--- config.mk ---
export PLATFORM = sky130hd
export DESIGN_NAME = tlbpt_tlb
export DESIGN_NICKNAME = d
export VERILOG_FILES = /design/src/rtl/tlbpt_pkg.sv /design/src/rtl/tlbpt_tlb.sv
export SDC_FILE = /design/constraint.sdc
export NUM_CORES = 1
export LEC_CHECK = 0
export ABC_AREA = 1
export BUFFER_PORTS_ARGS = -buffer_cell sky130_fd_sc_hd__buf_4
export CORE_UTILIZATION = 40
export DETAILED_ROUTE_END_ITERATION = 10
export GPL_TIMING_DRIVEN = 0
export PLACE_DENSITY_LB_ADDON = 0.08
export SKIP_CTS_REPAIR_TIMING = 1
export SYNTH_ARGS = -nofsm -noshare
export SYNTH_HDL_FRONTEND = slang
export SYNTH_SLANG_ARGS = --single-unit
--- constraint.sdc ---
create_clock -name clk_i -period 8.45 [get_ports clk_i]
set_input_delay 2.535 -clock clk_i [delete_from_list [all_inputs] [get_ports clk_i]]
set_output_delay 2.535 -clock clk_i [all_outputs]
set_load 0.1 [all_outputs]
--- src/rtl/tlbpt_pkg.sv ---
// Shared types and constants for the TLB and page table translator.
// Used by tlbpt_tlb, tlb_page_table_translator and the bench; depends on nothing.
package tlbpt_pkg;

  localparam int TLB_ENTRIES  = 16;
  localparam int PAGE_COUNT   = 1024;
  localparam int FRAME_COUNT  = 256;
  localparam int OFFSET_WIDTH = 10;

  localparam int ADDR_W    = 20;
  localparam int PHYS_W    = 18;
  localparam int PAGE_W    = $clog2(PAGE_COUNT);
  localparam int FRAME_W   = $clog2(FRAME_COUNT);
  localparam int TLB_IDX_W = $clog2(TLB_ENTRIES);
  localparam int STAMP_W   = 32;
  localparam int AGE_W     = 16;

  localparam logic [AGE_W-1:0] AGE_MAX = {AGE_W{1'b1}};
  localparam logic [FRAME_W-1:0] FRAME_LAST = FRAME_W'(FRAME_COUNT - 1);
  localparam logic [PAGE_W-1:0] PAGE_LAST = PAGE_W'(PAGE_COUNT - 1);

  typedef enum logic [2:0] {
    S_CLR,
    S_IDLE,
    S_LOOK,
    S_SCAN,
    S_EVR,
    S_EV,
    S_FIN
  } state_e;

  // One page table entry: resident flag and frame.
  typedef struct packed {
    logic               resident;
    logic [FRAME_W-1:0] frame;
  } pt_entry_t;

  // One frame owner entry: the page held by the frame and its last access stamp.
  typedef struct packed {
    logic               valid;
    logic [PAGE_W-1:0]  page;
    logic [STAMP_W-1:0] stamp;
  } own_entry_t;

  // TLB update commands from the sequencer.
  typedef struct packed {
    logic               refill;
    logic [PAGE_W-1:0]  refill_page;
    logic [FRAME_W-1:0] refill_frame;
    logic               inval;
    logic [PAGE_W-1:0]  inval_page;
  } tlb_ctrl_t;

endpackage

--- src/rtl/tlbpt_tlb.sv ---
// Fully associative TLB with first-in first-out refill and invalidation by page.
// Depends on tlbpt_pkg.
module tlbpt_tlb (
  input  logic                       clk_i,
  input  logic                       rst_ni,
  input  logic [tlbpt_pkg::PAGE_W-1:0]  lookup_page_i,
  output logic                       hit_o,
  output logic [tlbpt_pkg::FRAME_W-1:0] hit_frame_o,
  input  tlbpt_pkg::tlb_ctrl_t       ctrl_i
);
  import tlbpt_pkg::*;

  logic [TLB_ENTRIES-1:0] valid_q;
  logic [PAGE_W-1:0]      tag_q   [TLB_ENTRIES];
  logic [FRAME_W-1:0]     frame_q [TLB_ENTRIES];
  logic [TLB_IDX_W-1:0]   fill_q;

  // Parallel tag compare; the lowest matching entry wins.
  always_comb begin
    hit_o       = 1'b0;
    hit_frame_o = '0;
    for (int t = TLB_ENTRIES - 1; t >= 0; t--) begin
      if (valid_q[t] && tag_q[t] == lookup_page_i) begin
        hit_o       = 1'b1;
        hit_frame_o = frame_q[t];
      end
    end
  end

  // Valid bits and fill pointer.
  always_ff @(posedge clk_i or negedge rst_ni) begin
    if (!rst_ni) begin
      valid_q <= '0;
      fill_q  <= '0;
    end else begin
      if (ctrl_i.inval) begin
        for (int t = 0; t < TLB_ENTRIES; t++) begin
          if (tag_q[t] == ctrl_i.inval_page) valid_q[t] <= 1'b0;
        end
      end
      if (ctrl_i.refill) begin
        valid_q[fill_q] <= 1'b1;
        fill_q <= (fill_q == TLB_IDX_W'(TLB_ENTRIES - 1)) ? '0 : fill_q + 1'b1;
      end
    end
  end

  // Tag and frame payload.
  always_ff @(posedge clk_i) begin
    if (ctrl_i.refill) begin
      tag_q[fill_q]   <= ctrl_i.refill_page;
      frame_q[fill_q] <= ctrl_i.refill_frame;
    end
  end

endmodule

==> run summary, run 1 <==
Including well taps, the total number of placed cells is 2,205. The run gives 0.08583 as the worst slew margin relative to its limit. The final route contains 13,010 vias. STA classifies the critical path endpoint as an output port.

For the pin with the worst max-slew slack, the measured transition is 1.371 ns. The total of fill cells in the finished design is 3,672, and the time the final worst path needs with I/O delays and setup is 7.908 ns. The logs give 2 for the count of H-tree levels built during CTS and 2,273 for the final non-filler cell total.

The number of detailed-routing iterations run before antenna repair was 6; the total clock buffers created by CTS was 37. Placeable core area: 38,920 sq um. On the critical path the largest part of the delay comes from simple AND/OR/NAND/NOR gates. Proportion of layout cells with a drive suffix above 1: 0.1306.

The clock passes through at most 3 buffers. The flow ran to the end, and the final reports show no timing, DRC or antenna violations. The logs give 1 for the number of antenna violations at the first check in global routing and 0 for the number of maximum-capacitance constraint violations. The critical path goes through buf_4 > inv_1 > buf_2 > nand2_1 > nand3_1 > nor2_1 > nand2_1 > nor2_2 > nand3_1 > nand2_1 > nand2_1 > nand2_1 > nand2_1 > nand2_1 > nand2_1 > nand2_1 > nand2_1 > nand2_1 > nand2_1 > a21oi_1 > buf_4.

In this run the horizontal extent of the chip is 201.3 um. Counting every instance in the synthesized netlist gives 1,632. The total power per unit cell area is 226.7 nW/um^2. The run gives 18,300 sq um as the final cell area excluding filler cells. Among all cell types in the netlist, the one instantiated most often is nand2_1. The tools report the total placed instance area as 17,100 sq um.

The initial standard-cell utilization of the core is 0.4083, and the DRC marker count from the first detailed-route iteration is 1,473. Setup repair after global routing left no endpoint under its margin. The slowest stage of the critical path is the buf_2 cell.

The height of the die is 201.3 um, and the vias per cell is 5.722. Sorting the synthesized cells by area gives the leading types as edfxtp_1 54%, nand2_1 10%, inv_1 3.6%, dfrtp_1 3.1%, xnor2_1 2.9%. In this run the count of I/O pins placed on the die edge is 51. The HPWL after detailed placement is 38.79 mm.

Clock tree synthesis selected as its root buffer the cell clkbuf_16. The largest net degree at the start of global routing was 21; the count of nets left with antenna violations after detail routing was 0. The proportion of synthesized chip area in sequential cells is 0.5758, and the number of warnings printed during yosys synthesis is 0.

The run gives 0 as the final number of max-transition violations. The initialized floorplan defines 72 standard-cell rows. The top achievable clock speed came out at 0.1265 GHz.

The wire length of the first global-routing pass is 83.55 mm. The later pin in the worst-skew pair is clocked with a latency of 0.56 ns. For the reported leakage power, the log shows 7.190 nW. The share of the synthesized area in the top cell type is 0.5443, and the buffering stage count on the worst path with inverters included is 4. Setup violations remaining at the end of the flow were counted as 0.

Clock-pin slew was measured on the worst setup and hold paths at 0.05 ns. Wire length per cell: 25.84 um. Counting stages on the worst path, the most repeated cell is nand2_1. By count the netlist is led by 428 x nand2_1, 288 x edfxtp_1, 152 x inv_1. Before CTS, the worst setup slack after placement is 0.5800 ns. The post-synth net total came out at 1,678. The run gives 40,520 sq um as the area of the die. In this run the worst hold path is classified as reg2reg. Kind of critical path: in2out. The sum of negative setup slack was 0 ns; the number of I/O port buffers was 43.

For this run, the slowest stage of the critical path takes 0.36 ns. Counting distinct cell types in the post-synthesis netlist gives 53. Mean instance size in the synthesized netlist: 9.736 sq um. The final layout contains 1,772 nets. The post-synthesis async set-or-reset flop share is 0.06494, and the global-route congestion overflow total is 0. The tools report the total global routing track utilization as 0.2892.

The clock sink count was 308; the synthesized flop and latch total was 308. IR analysis of the VDD net gives a maximum drop of 0.0001209 V. STA puts the critical path data arrival time at 5.37 ns. The number of synthesized flops with an enable pin came out at 288.

TritonCTS built the clock tree. Across the routed clock network, the largest skew measured is 0.01793 ns. The worst setup path is launched from an input pin.

The least setup slack across all paths after layout is 0.5423 ns, and the highest net fanout along the worst path is 10. After detailed routing, the number of remaining DRC violations is 0. The weighted congestion at the end of routability-driven global placement is 0.9498. The area growth from synthesis to layout is 15.18%. The count of final hold-check violations is 0, and the via count of the first global-routing pass is 12,260. The final routed wirelength across all metal layers came out at 58.73 mm. The data required time of the critical path was 5.92 ns; the final cycle utilization of the critical path was 0.9358.

Among all flip-flop cells after synthesis, the most frequent one is edfxtp_1. The dominant cell type by area after synthesis was edfxtp_1. The mapped netlist covers 15,890 sq um.
[cell families after synthesis]
| group | after synthesis | synth area share |
|---|---|---|
| multiplexers | 2 | 0.001260 |
| AO/OA/AOI/OAI | 227 | 0.09308 |
| XOR/XNOR | 99 | 0.05457 |
| adder cells (fa/ha/maj) | 4 | 0.003150 |
| flip-flops | 308 | 0.5758 |
| AND/OR/NAND/NOR | 751 | 0.2098 |
| buffers and inverters | 241 | 0.06237 |
[layout by cell type, fill, tap and decap left out, types with 9 or more instances in the layout]
cell       instances
edfxtp_1         288
o22ai_1           42
xor2_1            46
buf_4             51
nand4_1           38
o211ai_1          15
nand3_1           57
dfrtp_1           20
nor2_1           102
inv_1            152
o2111ai_1         24
nor2_2            19
a221oi_1          18
clkbuf_1          32
nand3b_1          13
o41ai_1           11
buf_2             14
xnor2_1           53
o21ai_0           66
buf_8              9
o21ai_1           13
clkbuf_16         37
a21oi_1           21
inv_2             30
nand2_1          428
or2_2             16
nor4_1            12
nor3_1            32
[state kept, by name, summed over array words and instances, names as in the netlist]
name and count:
frame_q 128, valid_q 16, tag_q 160, fill_q 4
[path summary, 6_finish.rpt]
kind	endpoint	cells after the start	startpoint	slack (ns)
max	hit_frame_o[0]	21	lookup_page_i[4]	0.54
min	valid_q[4]	2	valid_q[4]	0.51
max reg2reg	frame_q[9][7]	4	fill_q[1]	6.02
min reg2reg	valid_q[4]	2	valid_q[4]	0.51
max in group asynchronous	valid_q[12]	1	rst_ni	6.24
min in group asynchronous	fill_q[1]	1	rst_ni	1.90
[routing by layer]
| layer | global-route usage | up-vias | part of all wire |
|---|---|---|---|
| met3 | 0.04130 | 152 | 0.083 |
| met2 | 0.4401 | 719 | 0.44 |
| li1 | - | 5843 | - |
| met5 | 0 | - | 0 |
| met4 | 0.1442 | 0 | 0.047 |
| met1 | 0.4042 | 6293 | 0.43 |
[worst reg2reg max path, delay by kind of cell, from the launching register on]
kind,cells,cell delay [ns]
DFF,1,0.39
adders and majority gates,1,0.16
buffers and inverters,1,0.12
and+or+nand+nor,2,1.35
[stage by stage]
stage / power, mW / hold WS (ns) / util
after floorplan: 2.285 / 0.4549 / -
after global placement: 2.540 / 0.4775 / 0.4332
after detailed placement: 2.572 / 0.4899 / 0.4394
after CTS: 4.149 / 0.5025 / 0.4701
after global routing: 4.270 / 0.5185 / 0.4702
final: 4.148 / 0.5056 / 0.4703
[final cells by class]
| type | instances | area (sq um) | share of cell area |
|---|---|---|---|
| Buffer | 56 | 295.3 | 0.01613 |
| Inverter | 185 | 695.7 | 0.03801 |
| Antenna cell | 1 | 2.502 | 0.0001367 |
| Tap cell | 518 | 648.1 | 0.03541 |
| Sequential cell | 308 | 9149 | 0.4999 |
| Clock buffer | 47 | 993.5 | 0.05428 |
| Multi-Input combinational cell | 1083 | 5789 | 0.3163 |
| Timing Repair Buffer | 55 | 524.3 | 0.02865 |
| Clock inverter | 20 | 203.9 | 0.01114 |
[power breakdown]
part	switching (mW)	total [mW]	internal (mW)
combinational	0.460	0.641	0.181
clock	0.659	1.59	0.930
sequential	0.0824	1.92	1.84
total	1.20	4.15	2.95
Power figures use the tool's default switching activity.
==> run 2, diff against run 1 <==
--- a/config.mk
+++ b/config.mk
@@ -5,7 +5,6 @@
 export SDC_FILE = /design/constraint.sdc
 export NUM_CORES = 1
 export LEC_CHECK = 0
-export ABC_AREA = 1
 export BUFFER_PORTS_ARGS = -buffer_cell sky130_fd_sc_hd__buf_4
 export CORE_UTILIZATION = 40
 export DETAILED_ROUTE_END_ITERATION = 10
==> run 2 against run 1 <==
  * Maximum frequency decreased by 3.9%
  * Global-route usage decreased by 4.8 points
  * Routed wire length decreased by 23%
  * Setup slack got worse by 0.32 ns
  * Total power decreased by 2.4%
  * Via count decreased by 29%
  * Core utilization decreased by 0.28 points
  * Final cell count decreased by 26%
  * Register-to-register slack improved by 0.32 ns
  * Largest cell class unchanged
  * Highest routed layer unchanged
==> run summary, run 2 <==
Among all flip-flop cells after synthesis, the most frequent one is edfxtp_1. The logs give 0 for the number of warnings printed during yosys synthesis and 0.4059 for the initial standard-cell utilization of the core. Summing every instance area after synthesis gives 14,860 sq um. The routed layout has 9,294 vias.

The buffer levels on the longest clock path is 3, and the number of synthesized flops with an enable pin is 288. The most critical setup path has its startpoint at lookup_page_i[1]. The largest registers in the layout are tag_q (160), frame_q (128), valid_q (16). The floorplan has 70 rows. The count of nets left with antenna violations once routing finished came out at 0. Yosys mapped the design onto 58 distinct sky130hd cell types. Measured along the x axis, the die boundary spans 194.7 um. The post-synthesis async set-or-reset flop share is 0.06494. The multi-input combinational cells in the finished layout cover a total of 5315 sq um. The fraction of power consumed by sequential logic was 0.479. Capturing instance or port of the critical path: hit_frame_o[6]. Max-cap violations in this run came to 0.

The post-synth net total came out at 1,151. The number of cells on the worst reg-to-reg path is 4. The number of I/O port buffers is 28. Number of detailed-routing iterations run before antenna repair: 6. The worst hold path cell count was 2. Summed over all layers, the routed wires come to 45.22 mm. The number of flip-flops under the largest register name works out to 160.

The critical path goes through buf_6 > buf_6 > xnor2_2 > nand4_2 > nor4_1 > mux2_4 > a311o_1 > a31oi_1 > o211a_1 > o41ai_2 > buf_4. The wire length of the first global-routing pass was 64.71 mm; the final-stage net count was 1,236. The register with the most flip-flops in the final layout is tag_q. The kind of critical path was in2out. The HPWL after detailed placement is 29.29 mm.

The count of cells in the finished layout, fillers not included, comes to 1,683. Setup repair after global routing left no endpoint under its margin. The worst setup path is launched from an input pin. Proportion of synthesized chip area in sequential cells: 0.6156. The final number of max-transition violations was 0; the total power per unit cell area was 236.5 nW/um^2. The highest net fanout along the worst path came out at 10. The standard cell with the maximum stage delay on the critical path is nor4_1. The final cycle utilization of the critical path works out to 0.9733. The run gives 0 as the count of final hold-check violations.

The number of antenna violations at the first check in global routing is 1, and the time the final worst path needs with I/O delays and setup is 8.225 ns. At the worst endpoint, the required time is 5.92 ns. By area the synthesized netlist is led by edfxtp_1 58%, xnor2_1 14%, xor2_1 4.2%, dfrtp_1 3.4%, nand4_1 2.6%. Proportion of layout cells with a drive suffix above 1: 0.1325.

For the cell internal power dissipation, the log shows 2.974 mW. Using the TritonRoute via totals, the vias-per-cell ratio works out to 5.522. The layout has 3,296 filler cells. Across the whole layout, storage elements account for 9149 sq um. Clock latency on the worst-skew pair, taken at its later pin, is 0.52 ns. The run gives 5.496 nW as the reported leakage power. The clock share of power is 0.382, and the via count of the first global-routing pass is 9,166. The flow ran to the end, and the final reports show no timing, DRC or antenna violations. The run gives 0 as the antenna diode count. The fraction of the core area covered by cells at the end of the flow is 0.4675. The critical path runs through a total of 11 cells.

Clock tree synthesis found a total of 308 sinks. The total global routing track utilization was 0.2416; the proportion of total power due to net switching was 0.2653. The total clock buffers created by CTS was 36; the share of the synthesized area in the top cell type was 0.5820. The die is 194.7 um tall. The arrival time reported for the critical path endpoint was 5.69 ns; the minimum setup slack among reg-to-reg paths was 6.34 ns. Counting stages on the worst path, the most repeated cell is buf_6. The wire length per cell is 26.87 um. On the critical path the largest part of the delay comes from simple AND/OR/NAND/NOR gates. In this run the power spent charging and discharging nets is 1.074 mW.

For the number of placed cells counting well taps, the log shows 1,620. In the layout the commonest cells are 288 x edfxtp_1, 242 x xnor2_1, 71 x xor2_1. In the synthesized netlist, the number of instances is 1,105.

After clock tree synthesis, the clock-pin slew on the worst setup and hold paths is 0.06 ns. Startpoint of the most critical register-to-register path: fill_q[2]. At the pin with the least slew margin, the transition time is 1.296 ns. CTS placed an instance of clkbuf_16 at the clock tree root. The combinational group share of total power is 0.139, and the mean instance size in the synthesized netlist is 13.45 sq um.

For this run, the slowest stage of the critical path takes 0.93 ns. For this run the aggregate overflow at the end of global routing stands at 0. Setup total negative slack on the finished layout was measured at 0 ns. The worst vdd rail ir drop is 0.0001379 V, and the largest net degree at the start of global routing is 21.

On the final layout, the worst clock skew is 0.01102 ns. The floorplan step defined a die boundary enclosing 37,930 sq um. edfxtp_1 is the most common cell in the netlist. The worst hold path class was reg2reg. The commonest non-fill, non-tap cell in the layout was edfxtp_1.

The logs give 0.1216 GHz for the top achievable clock speed and 0.1359 for the worst slew margin relative to its limit. The dominant cell type by area after synthesis is edfxtp_1. Counting both buffers and inverters, the worst setup path holds a total of 3. In the routed design, unresolved DRC markers number 0.

The synthesized flop and latch total works out to 308. The congestion estimate from routability-driven global placement came to 0.8458. The region available for standard cell placement spans 36,610 sq um. The endpoint identified for the worst register-to-register timing path is frame_q[6][2]. Count of final setup violators: 0. TritonCTS built the clock tree. By count the netlist is led by 288 x edfxtp_1, 242 x xnor2_1, 71 x xor2_1. The count of H-tree levels built during CTS is 2, and the DRC marker count from the first detailed-route iteration is 714.

STA classifies the critical path endpoint as an output port. For the I/O pin count, the log shows 51. The signed area change from the synthesized netlist to the final layout works out to 15.17%.
-- run 2: logic make-up (layout without fill, tap and decap cells) --
logic type               count (synthesis)  after routing  share of synthesized area
AO/OA/AOI/OAI                          138            138                    0.05751
XOR/XNOR                               322            322                     0.1951
adder cells (fa/ha/maj)                  4              4                   0.003368
buffers and inverters                   72            182                    0.03056
flip-flops                             308            308                     0.6156
multiplexers                             5              5                   0.003704
AND/OR/NAND/NOR                        256            256                    0.09413
-- run 2: worst min-delay path, stage by stage (launching register included) --
cell and delay, ns:
dfrtp_1 0.34, o21ai_0 0.08, nand2b_1 0.07
-- run 2: metal layers --
metal	vias to the layer above	track usage	part of all wire
li1	4206	-	-
met5	-	0	0
met4	0	0.09915	0.041
met1	4681	0.3450	0.46
met2	310	0.3669	0.44
met3	97	0.03783	0.055
-- run 2: worst min-delay path by stage --
stage	from	to	slack [ns]
6_report	valid_q[0]	valid_q[0]	0.52
5_1_grt	valid_q[1]	valid_q[1]	0.56
4_1_cts	valid_q[0]	valid_q[0]	0.52
3_5_place_dp	valid_q[0]	valid_q[0]	0.50
3_3_place_gp	valid_q[10]	valid_q[10]	0.50
2_1_floorplan	valid_q[8]	valid_q[8]	0.46
-- run 2: layout make-up --
cell class                 count  area share
tap                          468     0.03421
sequential                   308      0.5345
inverter                      18    0.003948
timing repair buffer          47     0.02749
buffer                        54     0.02259
clock inverter                21     0.01148
clock buffer                  42     0.05519
multi-input combinational    725      0.3105
-- run 2: stage by stage --
step	power, mW	hold WS (ns)	setup WS (ns)	instance area [sq um]
2_1_floorplan	2.293	0.4612	0.1182	14870
3_3_place_gp	2.488	0.4971	0.2166	15660
3_5_place_dp	2.532	0.5020	0.2491	15970
4_1_cts	4.071	0.5178	0.2547	17120
5_1_grt	4.190	0.5591	0.1669	17120
6_report	4.048	0.5178	0.2252	17120
-- run 2: power groups by stage --
| stage | clock network, mW | registers [mW] | logic [mW] |
|---|---|---|---|
| floorplan | 0 | 1.95 | 0.342 |
| global placement | 0 | 1.97 | 0.515 |
| detailed placement | 0 | 1.97 | 0.565 |
| CTS | 1.57 | 1.94 | 0.566 |
| global route | 1.63 | 1.96 | 0.609 |
| finish | 1.54 | 1.94 | 0.563 |
==> run 3, diff against run 2 <==
--- a/config.mk
+++ b/config.mk
@@ -6,6 +6,7 @@
 export NUM_CORES = 1
 export LEC_CHECK = 0
 export BUFFER_PORTS_ARGS = -buffer_cell sky130_fd_sc_hd__buf_4
+export CORE_MARGIN = 1.5
 export CORE_UTILIZATION = 40
 export DETAILED_ROUTE_END_ITERATION = 10
 export GPL_TIMING_DRIVEN = 0
==> run 3 against run 2 <==
  * Final cell count is the same
  * Routed wire length shrank 3.3%
  * First-iteration DRC count shrank 8.1%
  * Maximum frequency shrank 0.63%
  * Sequential cell count is the same
  * Register-to-register slack lost 0.26 ns
  * Sequential share of layout area shrank 0.35 points
  * Global-route usage shrank 0.91 points
  * Clock skew grew 0.011 ns
  * Die area grew 1.0%
  * Critical path depth is the same
  * Combinational power shrank 3%
==> run summary, run 3 (synthesized netlist as in run 2, its figures left out) <==
IR analysis of the VDD net gives a maximum drop of 0.0001871 V. From bottom edge to top edge, the die measures 195.7 um. In this run the count of I/O pins placed on the die edge is 51. The residual DRC count is 0, and the transition time of the tightest slew-check pin is 1.464 ns. The proportion of layout cells with a drive suffix above 1 was 0.1374.

The largest net degree at the start of global routing was 21; the insertion delay of the later-clocked pin in the worst-skew pair was 0.53 ns. The HPWL after detailed placement is 29.21 mm. Kind of critical path: in2out. The floorplan has 70 rows. The logs give 0 for the count of nets left with antenna violations after detail routing and 43.71 mm for the final routed wirelength across all metal layers. The tools report the initial standard-cell utilization of the core as 0.4059. STA classifies the critical path startpoint as an input pin.

The count of final hold-check violations is 0, and the sum of negative setup slack is 0 ns. The library cells used most frequently in the layout, excluding fill and tap cells, are 288 x edfxtp_1, 242 x xnor2_1, 71 x xor2_1. Static timing analysis puts the maximum clock frequency at 0.1208 GHz. On the final layout, the worst clock skew is 0.02199 ns. The area of the die was 38,320 sq um.

The wire length per cell works out to 25.97 um. Setup repair after global routing left no endpoint under its margin. For this run, the detailed router's first-pass iteration total came to 5. The total clock buffers created by CTS was 37.

The highest net fanout along the worst path was 10. The register with the most flip-flops in the layout has 160 of them. The via count of the first global-routing pass is 9,290, and the number of maximum-capacitance constraint violations is 0. The first global-routing pass estimated 63.27 mm of wire. The tree is rooted in a clkbuf_16. The logs give 0.2324 for the total global routing track utilization and 1,615 for the number of placed cells counting well taps. Routability-driven placement finished with a final weighted congestion of 0.8195. The count of buffers added on input and output ports is 28.

Clock-pin slew was measured on the worst setup and hold paths at 0.06 ns. The logs give 0.1731 ns for the least setup slack across all paths after layout and 1,232 for the final-stage net count. The time the final worst path needs with I/O delays and setup was 8.277 ns; the worst slew margin relative to its limit was 0.02377.

Signed area change from the synthesized netlist to the final layout: 15.94%. The logs give 9,137 for the detailed-route via count and 0 for the global-route congestion overflow total. Timing analysis after detailed placement gives a worst setup slack of 0.1448 ns. In this run the power density over the cells is 243.9 nW/um^2.

The vias per cell came out at 5.429. TritonCTS built the clock tree. Counting instances, the worst hold path has a depth of 2. Final cycle utilization of the critical path: 0.9795. Leaving out filler cells and counting taps, the final layout contains 1,683. The region available for standard cell placement spans 36,610 sq um.

The largest registers in the layout are tag_q (160), frame_q (128), valid_q (16). In this run the static leakage power is 5.548 nW. Worst hold path class: reg2reg.

The commonest non-fill, non-tap cell in the layout is edfxtp_1. The number of antenna violations at the first check in global routing came out at 1. Path depth of the worst reg2reg path: 5. The DRC marker count from the first detailed-route iteration is 656, and the data required time of the critical path is 5.92 ns. The run finished with clean final reports. The tools report the buffer levels on the longest clock path as 3. The worst setup path is captured at an output port. Across all hold checks on the routed design, the worst slack comes to 0.5167 ns.

The final number of max-transition violations came out at 0. Counting flops per register, the top entry is tag_q. Data on the critical path arrives at its endpoint at 5.74 ns. The die is 195.7 um wide. CTS saw 308 sinks. The filler cells instantiated in the layout total 3,294. The count of final setup violators is 0. The count of H-tree levels built during CTS was 2; the antenna diode count was 0.
-- run 3: cell types whose count changed in the layout (fill, tap and decap cells not counted), sizes merged --
cell	change
buf	-5
bufinv	+3
clkinvlp	+1
clkinv	-5
inv	+2
clkbuf	+4
-- run 3: routing by layer --
layer  vias to the layer above  GRT usage  wire length, um
met3                        55    0.02785             2031
met5                         -          0                0
met2                       238     0.3730            19890
li1                       4199          -                -
met4                         0    0.05527              891
met1                      4645     0.3379            20900
-- run 3: report_power, final --
part	switching, mW	internal, mW
clock network	0.639	1.08
logic	0.348	0.197
registers	0.0899	1.85
total	1.08	3.13
-- run 3: critical path, cell delays in order --
cell and delay [ns]:
buf_6 0.15, buf_6 0.24, xnor2_2 0.14, nand4_1 0.19, nor4_1 0.91, mux2_4 0.29
a311o_1 0.22, a31oi_1 0.12, o211a_1 0.30, o41ai_2 0.26, buf_4 0.35
-- run 3: worst paths after layout --
kind / start / to / slack (ns)
min in group asynchronous: rst_ni / valid_q[0] / 1.90
max in group asynchronous: rst_ni / valid_q[14] / 6.26
setup / recovery: lookup_page_i[7] / hit_frame_o[6] / 0.17
hold reg to reg: valid_q[6] / valid_q[6] / 0.52
setup reg to reg: fill_q[0] / frame_q[0][7] / 6.08
hold / removal: valid_q[6] / valid_q[6] / 0.52
-- run 3: area by class of cell --
type / instances / area, sq um / share of cell area
Clock buffer: 46 / 1022 / 0.05933
Inverter: 18 / 67.56 / 0.003922
Multi-Input combinational cell: 725 / 5315 / 0.3085
Buffer: 54 / 386.6 / 0.02244
Clock inverter: 22 / 294.0 / 0.01707
Tap cell: 468 / 585.6 / 0.03399
Sequential cell: 308 / 9149 / 0.5310
Timing Repair Buffer: 42 / 409.1 / 0.02375
-- run 3: metrics by stage --
| stage | area, sq um | power [mW] | util |
|---|---|---|---|
| finish | 17230 | 4.203 | 0.4706 |
| global route | 17230 | 4.358 | 0.4706 |
| CTS | 17230 | 4.235 | 0.4706 |
| detailed placement | 15910 | 2.520 | 0.4347 |
| global placement | 15660 | 2.483 | 0.4279 |
| floorplan | 14870 | 2.293 | - |
